File: config.mk
export PLATFORM = sky130hd
export DESIGN_NAME = websocket_frame_delimiter
export DESIGN_NICKNAME = d
export VERILOG_FILES = /design/src/design/wfd_pkg.sv /design/src/design/websocket_frame_delimiter.sv
export VERILOG_INCLUDE_DIRS = /design/src /design/src/design
export SDC_FILE = /design/constraint.sdc
export NUM_CORES = 1
export LEC_CHECK = 0
export BUFFER_PORTS_ARGS = -buffer_cell sky130_fd_sc_hd__buf_2
export CORE_UTILIZATION = 40
export DETAILED_ROUTE_END_ITERATION = 6
export SYNTH_ARGS = -nofsm -noshare
export SYNTH_HDL_FRONTEND = slang
export SYNTH_SLANG_ARGS = --single-unit
File: constraint.sdc
create_clock -name clk -period 13.8 [get_ports clk]
set_clock_uncertainty 0.2 [all_clocks]
set_input_delay 0.69 -clock clk [delete_from_list [all_inputs] [get_ports clk]]
set_output_delay 0.69 -clock clk [all_outputs]
set_load 0.01 [all_outputs]
File: src/design/websocket_frame_delimiter_defines.svh
// Assertion macros shared by the frame delimiter RTL.
// No dependencies; included by files that carry concurrent checks.
`ifndef WEBSOCKET_FRAME_DELIMITER_DEFINES_SVH
`define WEBSOCKET_FRAME_DELIMITER_DEFINES_SVH

// Same-cycle implication, disabled while in reset
`define WFD_ASSERT_SAME(label, clk, rst_n, ante, cons) \
    label: assert property (@(posedge clk) disable iff (!rst_n) (ante) |-> (cons)) \
        else $error("wfd check failed");

// Next-cycle implication, disabled while in reset
`define WFD_ASSERT_NEXT(label, clk, rst_n, ante, cons) \
    label: assert property (@(posedge clk) disable iff (!rst_n) (ante) |=> (cons)) \
        else $error("wfd check failed");

`endif

File: src/design/wfd_pkg.sv
// Types and codes for the frame delimiter.
// No dependencies; imported by websocket_frame_delimiter.
`timescale 1ns / 1ps

package wfd_pkg;

    // Frame part codes, also the parser phase
    localparam logic [2:0] PART_FIRST   = 3'd0;
    localparam logic [2:0] PART_LEN     = 3'd1;
    localparam logic [2:0] PART_EXT     = 3'd2;
    localparam logic [2:0] PART_KEY     = 3'd3;
    localparam logic [2:0] PART_PAYLOAD = 3'd4;

    // Length byte codes
    localparam logic [6:0] LEN_EXT16 = 7'd126;
    localparam logic [6:0] LEN_EXT64 = 7'd127;

    // Byte counts of the header parts
    localparam logic [3:0] EXT16_BYTES = 4'd2;
    localparam logic [3:0] EXT64_BYTES = 4'd8;
    localparam logic [2:0] KEY_BYTES   = 3'd4;

    typedef struct packed {
        logic [7:0] rx_byte;
        logic       flush;
    } wfd_in_t;

    typedef struct packed {
        logic [7:0]  byte_out;
        logic [2:0]  part;
        logic        frame_last;
        logic [63:0] payload_length;
        logic [3:0]  header_size;
    } wfd_out_t;

endpackage

File: src/design/websocket_frame_delimiter.sv
// An accepted item passes through the input register, then the result register.
// Throughput: one byte per cycle, stalled while the result register is full and not read.
// The 64-bit payload countdown sets the critical path.
// A flush item passes through the input register and gives no result.
// Reset (rst_n, async, active low) returns the parser to the first header byte
// and empties both registers.
`timescale 1ns / 1ps

`include "websocket_frame_delimiter_defines.svh"

module websocket_frame_delimiter
    import wfd_pkg::*;
(
    input  logic     clk,
    input  logic     rst_n,
    input  logic     item_valid,
    output logic     item_ready,
    input  wfd_in_t  item,
    output logic     result_valid,
    input  logic     result_ready,
    output wfd_out_t result
);

    // Input register
    logic    s1_valid_reg;
    wfd_in_t s1_item_reg;
    logic    s1_take;

    // Result register
    logic     res_valid_reg;
    wfd_out_t res_reg;
    wfd_out_t res_next;

    // Parser state
    logic [2:0]  phase_reg, phase_next;
    logic [3:0]  ext_reg, ext_next;
    logic [2:0]  key_reg, key_next;
    logic        masked_reg, masked_next;
    logic [63:0] accum_reg, accum_next;
    logic [63:0] left_reg, left_next;
    logic [3:0]  hcount_reg, hcount_next;

    logic [7:0]  b;
    logic [6:0]  len7;
    logic [2:0]  cur;
    logic        last;

    // Handshake: input register drains when the result register can take the item, or when it holds a flush
    assign s1_take    = s1_valid_reg && (s1_item_reg.flush || !res_valid_reg || result_ready);
    assign item_ready = !s1_valid_reg || s1_take;

    always_ff @(posedge clk or negedge rst_n)
    begin
        if (!rst_n)
        begin
            s1_valid_reg <= 1'b0;
        end
        else if (item_valid && item_ready)
        begin
            s1_valid_reg <= 1'b1;
        end
        else if (s1_take)
        begin
            s1_valid_reg <= 1'b0;
        end
    end

    always_ff @(posedge clk)
    begin
        if (item_valid && item_ready)
        begin
            s1_item_reg <= item;
        end
    end

    // Per-byte header parse and payload countdown; a flush item resets the parser
    always_comb
    begin
        b           = s1_item_reg.rx_byte;
        len7        = b[6:0];
        cur         = phase_reg;
        last        = 1'b0;
        phase_next  = phase_reg;
        ext_next    = ext_reg;
        key_next    = key_reg;
        masked_next = masked_reg;
        accum_next  = accum_reg;
        left_next   = left_reg;
        hcount_next = hcount_reg;

        if (s1_item_reg.flush)
        begin
            phase_next  = PART_FIRST;
            ext_next    = '0;
            key_next    = '0;
            masked_next = 1'b0;
            accum_next  = '0;
            left_next   = '0;
            hcount_next = '0;
        end
        else
        begin
            unique case (phase_reg)
                PART_LEN:
                begin
                    masked_next = b[7];
                    hcount_next = 4'd2;
                    accum_next  = '0;
                    if (len7 == LEN_EXT16)
                    begin
                        ext_next   = EXT16_BYTES;
                        phase_next = PART_EXT;
                    end
                    else if (len7 == LEN_EXT64)
                    begin
                        ext_next   = EXT64_BYTES;
                        phase_next = PART_EXT;
                    end
                    else
                    begin
                        accum_next = {57'd0, len7};
                        // length known
                        if (b[7])
                        begin
                            key_next   = KEY_BYTES;
                            phase_next = PART_KEY;
                        end
                        else if (len7 == 7'd0)
                        begin
                            phase_next = PART_FIRST;
                            last       = 1'b1;
                        end
                        else
                        begin
                            left_next  = {57'd0, len7};
                            phase_next = PART_PAYLOAD;
                        end
                    end
                end
                PART_EXT:
                begin
                    accum_next  = {accum_reg[55:0], b};
                    hcount_next = hcount_reg + 4'd1;
                    ext_next    = ext_reg - 4'd1;
                    if (ext_next == 4'd0)
                    begin
                        if (masked_reg)
                        begin
                            key_next   = KEY_BYTES;
                            phase_next = PART_KEY;
                        end
                        else if (accum_next == 64'd0)
                        begin
                            phase_next = PART_FIRST;
                            last       = 1'b1;
                        end
                        else
                        begin
                            left_next  = accum_next;
                            phase_next = PART_PAYLOAD;
                        end
                    end
                end
                PART_KEY:
                begin
                    hcount_next = hcount_reg + 4'd1;
                    key_next    = key_reg - 3'd1;
                    if (key_next == 3'd0)
                    begin
                        if (accum_reg == 64'd0)
                        begin
                            phase_next = PART_FIRST;
                            last       = 1'b1;
                        end
                        else
                        begin
                            left_next  = accum_reg;
                            phase_next = PART_PAYLOAD;
                        end
                    end
                end
                PART_PAYLOAD:
                begin
                    left_next = left_reg - 64'd1;
                    if (left_reg == 64'd1)
                    begin
                        phase_next = PART_FIRST;
                        last       = 1'b1;
                    end
                end
                default:
                begin
                    // first header byte, or an unused phase code
                    cur         = PART_FIRST;
                    hcount_next = 4'd1;
                    masked_next = 1'b0;
                    accum_next  = '0;
                    left_next   = '0;
                    ext_next    = '0;
                    key_next    = '0;
                    phase_next  = PART_LEN;
                end
            endcase
        end

        res_next.byte_out       = b;
        res_next.part           = cur;
        res_next.frame_last     = last;
        res_next.payload_length = last ? accum_next : 64'd0;
        res_next.header_size    = last ? hcount_next : 4'd0;
    end

    // Parser state registers
    always_ff @(posedge clk or negedge rst_n)
    begin
        if (!rst_n)
        begin
            phase_reg  <= PART_FIRST;
            ext_reg    <= '0;
            key_reg    <= '0;
            masked_reg <= 1'b0;
            accum_reg  <= '0;
            left_reg   <= '0;
            hcount_reg <= '0;
        end
        else if (s1_take)
        begin
            phase_reg  <= phase_next;
            ext_reg    <= ext_next;
            key_reg    <= key_next;
            masked_reg <= masked_next;
            accum_reg  <= accum_next;
            left_reg   <= left_next;
            hcount_reg <= hcount_next;
        end
    end

    // Result register
    always_ff @(posedge clk or negedge rst_n)
    begin
        if (!rst_n)
        begin
            res_valid_reg <= 1'b0;
        end
        else if (s1_take && !s1_item_reg.flush)
        begin
            res_valid_reg <= 1'b1;
        end
        else if (result_ready)
        begin
            res_valid_reg <= 1'b0;
        end
    end

    always_ff @(posedge clk)
    begin
        if (s1_take && !s1_item_reg.flush)
        begin
            res_reg <= res_next;
        end
    end

    assign result_valid = res_valid_reg;
    assign result       = res_reg;

    // Checks
    `WFD_ASSERT_SAME(a_key_needs_mask, clk, rst_n, phase_reg == PART_KEY, masked_reg)
    `WFD_ASSERT_SAME(a_payload_nonzero, clk, rst_n, phase_reg == PART_PAYLOAD, left_reg != 64'd0)
    `WFD_ASSERT_SAME(a_mid_frame_zero, clk, rst_n, res_valid_reg && !res_reg.frame_last,
        res_reg.payload_length == 64'd0 && res_reg.header_size == 4'd0)
    `WFD_ASSERT_NEXT(a_take_gives_result, clk, rst_n, s1_take && !s1_item_reg.flush,
        res_valid_reg)

endmodule
# Word-level counts from Yosys, hierarchy flattened
# Cells that the tools add are included.
[totals] register_bits=234 out_inout_bits=82
[classes] add_sub_neg=4 eq_ne=23 muxes=60 n_reduce_logical=25
[ops] op="$mux W64" count=11
[ops] op="$pmux W64 S4" count=1
[ops] op="$pmux W64 S3" count=1
[ops] op="$logic_not A64 Y1" count=2
[ops] op="$eq A64 B1 Y1 const B" count=1
[ops] op="$sub A64 B1 Y64 const B" count=1
[ops] op="$mux W3" count=19
[ops] op="$ne A3 B3 Y1 const B" count=12
[ops] op="$pmux W3 S4" count=2
[ops] op="$pmux W4 S3" count=2
[ops] op="$mux W1" count=16
[ops] op="$mux W4" count=4
[ops] op="$eq A7 B7 Y1 const B" count=2
[ops] op="$mux W7" count=2
[ops] op="$reduce_and A10 Y1" count=1
[ops] op="$logic_not A7 Y1" count=1
[ops] op="$reduce_and A7 Y1" count=1
[ops] op="$eq A3 B2 Y1 const B" count=2
[ops] op="$add A4 B1 Y4 const B" count=1
[ops] op="$logic_not A4 Y1" count=1
[ops] op="$ne A2 B1 Y1 const B" count=2
[ops] op="$ne A4 B4 Y1 const B" count=1
[ops] op="$pmux W1 S4" count=1
[ops] op="$reduce_and A4 Y1" count=1
[ops] op="other kinds (16)" count=24

# Logic depth before layout (Yosys ltp)
[depth] depth_word=7 ltp_mapped=11 mapped_depth_nobuf=9

# Least setup slack after synthesis
# No wires, ideal clock.
[synth_timing] kind="input to register" from="input port result_ready" to="register accum_reg[0]" arrival_time_ns=5.034 required_ns=13.534 setup_slack_ns=8.501 cell_stages=6 path_buffers=1 path_cell_list="nand2b_1 -> o21ai_0 -> nor2_1 -> and2_1 -> clkbuf_1 -> a22o_1"
[synth_via] elab_chain_cells=2
[synth_rtl] element="from (decl)" line="websocket_frame_delimiter.sv:20" rtl="input logic result_ready,"
[synth_rtl] element="$logic_or A1 B1 Y1" line="websocket_frame_delimiter.sv:49" rtl="assign s1_take = s1_valid_reg && (s1_item_reg.flush || !res_valid_reg || result_ready);"
[synth_rtl] element="$logic_and A1 B1 Y1" line="websocket_frame_delimiter.sv:49"
[synth_rtl] element="to (signal assigned)" line="websocket_frame_delimiter.sv:232" rtl="accum_reg <= accum_next;"
[synth_rtl] element="to (decl)" line="websocket_frame_delimiter.sv:39" rtl="logic [63:0] accum_reg, accum_next;"
# Every way passes these cells.
# A chain may end at the register's enable or synchronous reset.

# Worst setup path in the final report
[layout_timing] from="register phase_reg[0]" to="register left_reg[29]"
[layout_via] elab_chain_cells=3 word_cells_on_any_way=16 classes_between="13 x eq/ne; 2 x mux; 1 x reduce/logical"
[layout_rtl] element="from (decl)" line="websocket_frame_delimiter.sv:35" rtl="logic [2:0] phase_reg, phase_next;"
[layout_rtl] element="from (signal assigned)" line="websocket_frame_delimiter.sv:228" rtl="phase_reg <= phase_next;"
[layout_rtl] element="$eq A3 B2 Y1, or another cell as far along" line="websocket_frame_delimiter.sv:103" rtl="unique case (phase_reg)"
[layout_rtl] element="$ne A3 B3 Y1 (no line) / $pmux W64 S4 (equally long branches)"
[layout_rtl] element="$reduce_and A10 Y1 (no line) / $mux W64 (equally long branches)"
[layout_rtl] element="to (signal assigned)" line="websocket_frame_delimiter.sv:233" rtl="left_reg <= left_next;"
[layout_rtl] element="to (decl)" line="websocket_frame_delimiter.sv:40" rtl="logic [63:0] left_reg, left_next;"
# Parallel ways exist; a longest one is shown, timed or not.

==> reports/summary.txt <==
Status: finished with violations
Failing checks: hold timing
Last element of the critical path: left_reg[29]
Critical Path RT: 14.01 ns
Final period utilization: 30.5%
Multi-input logic area: 0.00534 mm²
Ys Warns: 0
Starting density of the core: 40.6%
Hpwl dp: 23,700 µm
Top_reg_cell synth: dfrtp_1
Worst-path clk slew: 0.06 ns
Nets@finish: 1,267
Crit path launch type: flop
H-tree depth: 1
Wirelength, routed: 36,100 µm
Final Power: 2.03 mW
Clock Tree Root: clkbuf_16
EDFF count, synth: 89
RSZ-0062 raised after global routing: false
Leading area contributor after synthesis: dfrtp_1
Most common library cells after synthesis: nor2_1, dfrtp_1, o21ai_0, edfxtp_1, a22o_1
Flip-flop count of the largest register after layout: 80
CTS max path bufs: 3
Post-CTS setup repair buffer count: 0
Pleak: 5.38 nW
HP Class: primary input to asynchronous set/reset pin
Clk_lat worst skew: 0.54 ns
Worst path max stage delay: 0.92 ns
Core Util, Final: 46.4%
Floorplan core area: 0.0296 mm²
Mapped Nets: 1,215
IO Port Bufs: 94
Synth top area share: 30.2%
Cts bufs inserted: 26
Site Rows: 63
Worst Path Arrival: 4.43 ns
Syn_area_per_cell: 10.1 µm²
Actual slew at the worst max-slew pin: 1.16 ns
Hold slack: -0.000821 ns
Number of global-route vias before repair: 9,471
Crit-path max FO: 61
Share of cells above drive strength 1: 15.6%
DR WL/cell: 21.8 µm
Critical path's most frequent cell: buf_4
Area Overhead vs Synth: 14.3%
Slowest cell on crit path: a211o_1
Fmax: 237 MHz
DRT antenna net count: 0
Flop-to-flop setup slack: 9.59 ns
Ys async rst share: 62.0%
Global-route wire length before repair: 57,000 µm
Via count: 10,300
Cells after Synth: 1,195
Peak supply drop: 77.6 µV
Fill cells: 2,774
R2r startpoint: phase_reg[0]
Tot GR Track Use: 23.5%
Dominant cells by area after synthesis: dfrtp_1, edfxtp_1, a22o_1
Power Density: 148 mW/mm²
Register bit total from synthesis: 234
Sequential area share after synthesis: 52.4%
Register area: 0.00630 mm²
Largest net degree at the start of global routing: 83
Post_cts resized: 0
Pre-Repair DR Iteration Count: 6
Number of DRC markers in iteration 0: 1,161
Vert. Die Dim: 175 µm
Most frequent cell after synthesis: nor2_1
WS Path Type: flop to flop
Hold_buf cts: 0
Worst-path cell chain: buf_4, and2_1, buf_4, nand2_1, a21o_1, o211ai_1, a211o_1, nor2_1, buf_4, a22o_1
# IOs: 95
Final setup violating endpoints: 0
Post-route DRC: 0
CTS tree: done
Slew Viols, Final: 0
Antenna violations before repair: 0
Synth Cell Area: 0.0120 mm²
Width of the chip: 175 µm
CTS Sinks: 234
Worst R2R End: left_reg[29]
Crit. End Element: flop
GPL Wtd Cong: 0.927
Count of different cell masters after synthesis: 66
Final hold vios: 1
N_diodes: 0
Final Critical Period: 4.21 ns
Slew margin rel.: 22.6%
Final setup TNS: 0 ns
Worst r2r path cells: 10
Die area: 0.0308 mm²
Max-Cap Viols: 0
Grt total ovfl: 0
Critical path launch point: phase_reg[0]
Avg Vias per Cell: 6.19
power by group:
part | internal [mW] | switching [mW]
Sequential | 0.754 | 0.0383
Combinational | 0.153 | 0.355
Clock | 0.431 | 0.297
Total | 1.34 | 0.691
metrics by stage:
stage	cells	setup slack, ns	cell area [µm²]
floorplan	1195	8.50	12000
global placement	1609	9.75	12800
detailed placement	1609	9.64	12800
CTS	1657	9.64	13700
global route	1657	9.36	13700
finish	1657	9.59	13700
how the worst min path moves through the flow:
stage | from | end | slack [ns] | depth (start not counted)
final | rst_n | accum_reg[32] | -0.0008 | 1
after floorplan | rst_n | accum_reg[0] | 0.19 | 0
after global routing | rst_n | accum_reg[32] | 0.07 | 1
after global placement | left_reg[23] | left_reg[23] | 0.29 | 2
after detailed placement | left_reg[59] | left_reg[59] | 0.30 | 2
after CTS | rst_n | accum_reg[32] | 0.03 | 1
layout make-up:
class / instances / area share [%]
multi-input cells: 852 / 38.9
clock buffers: 30 / 5.22
repair buffers: 114 / 4.56
clock inverters: 18 / 1.41
inverters: 19 / 0.519
flip-flops and latches: 234 / 45.9
well taps: 390 / 3.55
kinds of logic (layout without fill, tap and decap cells):
logic type	after synthesis	in the layout	share of synthesized area, %
buffers and inverters	109	181	3.67
multiplexers	57	57	4.79
AND/OR/NAND/NOR	369	369	15.1
flip-flops	234	234	52.4
AO/OA/AOI/OAI	417	417	23.2
XOR/XNOR	2	2	0.146
adder cells (fa/ha/maj)	7	7	0.728
routing by layer:
metal  up-vias  share of wire [%]  wire length [µm]  global-route usage (%)
li1       4656                  -                 -                       -
met1      5043                 46             16600                    36.2
met2       514                 43             15700                    34.7
met3        47                8.9              3220                    3.77
met4         0                1.7               601                    4.67
met5         -                  0                 0                       0
cell usage in the layout, fill, tap and decap left out, types with 53 or more instances in the layout:
cell,count
a21oi_1,58
a22o_1,84
a22oi_1,72
buf_2,93
dfrtp_1,144
edfxtp_1,89
mux2i_1,53
nand2_1,55
nor2_1,143
o21ai_0,115
worst max-delay path, delay by kind of cell (launching register included):
family	cells	cell delay [ns]
compound gates	4	1.51
simple gates	3	0.66
flops	1	0.48
buf+inv	3	1.21
No activity file was read; power rests on OpenSTA's default activity.
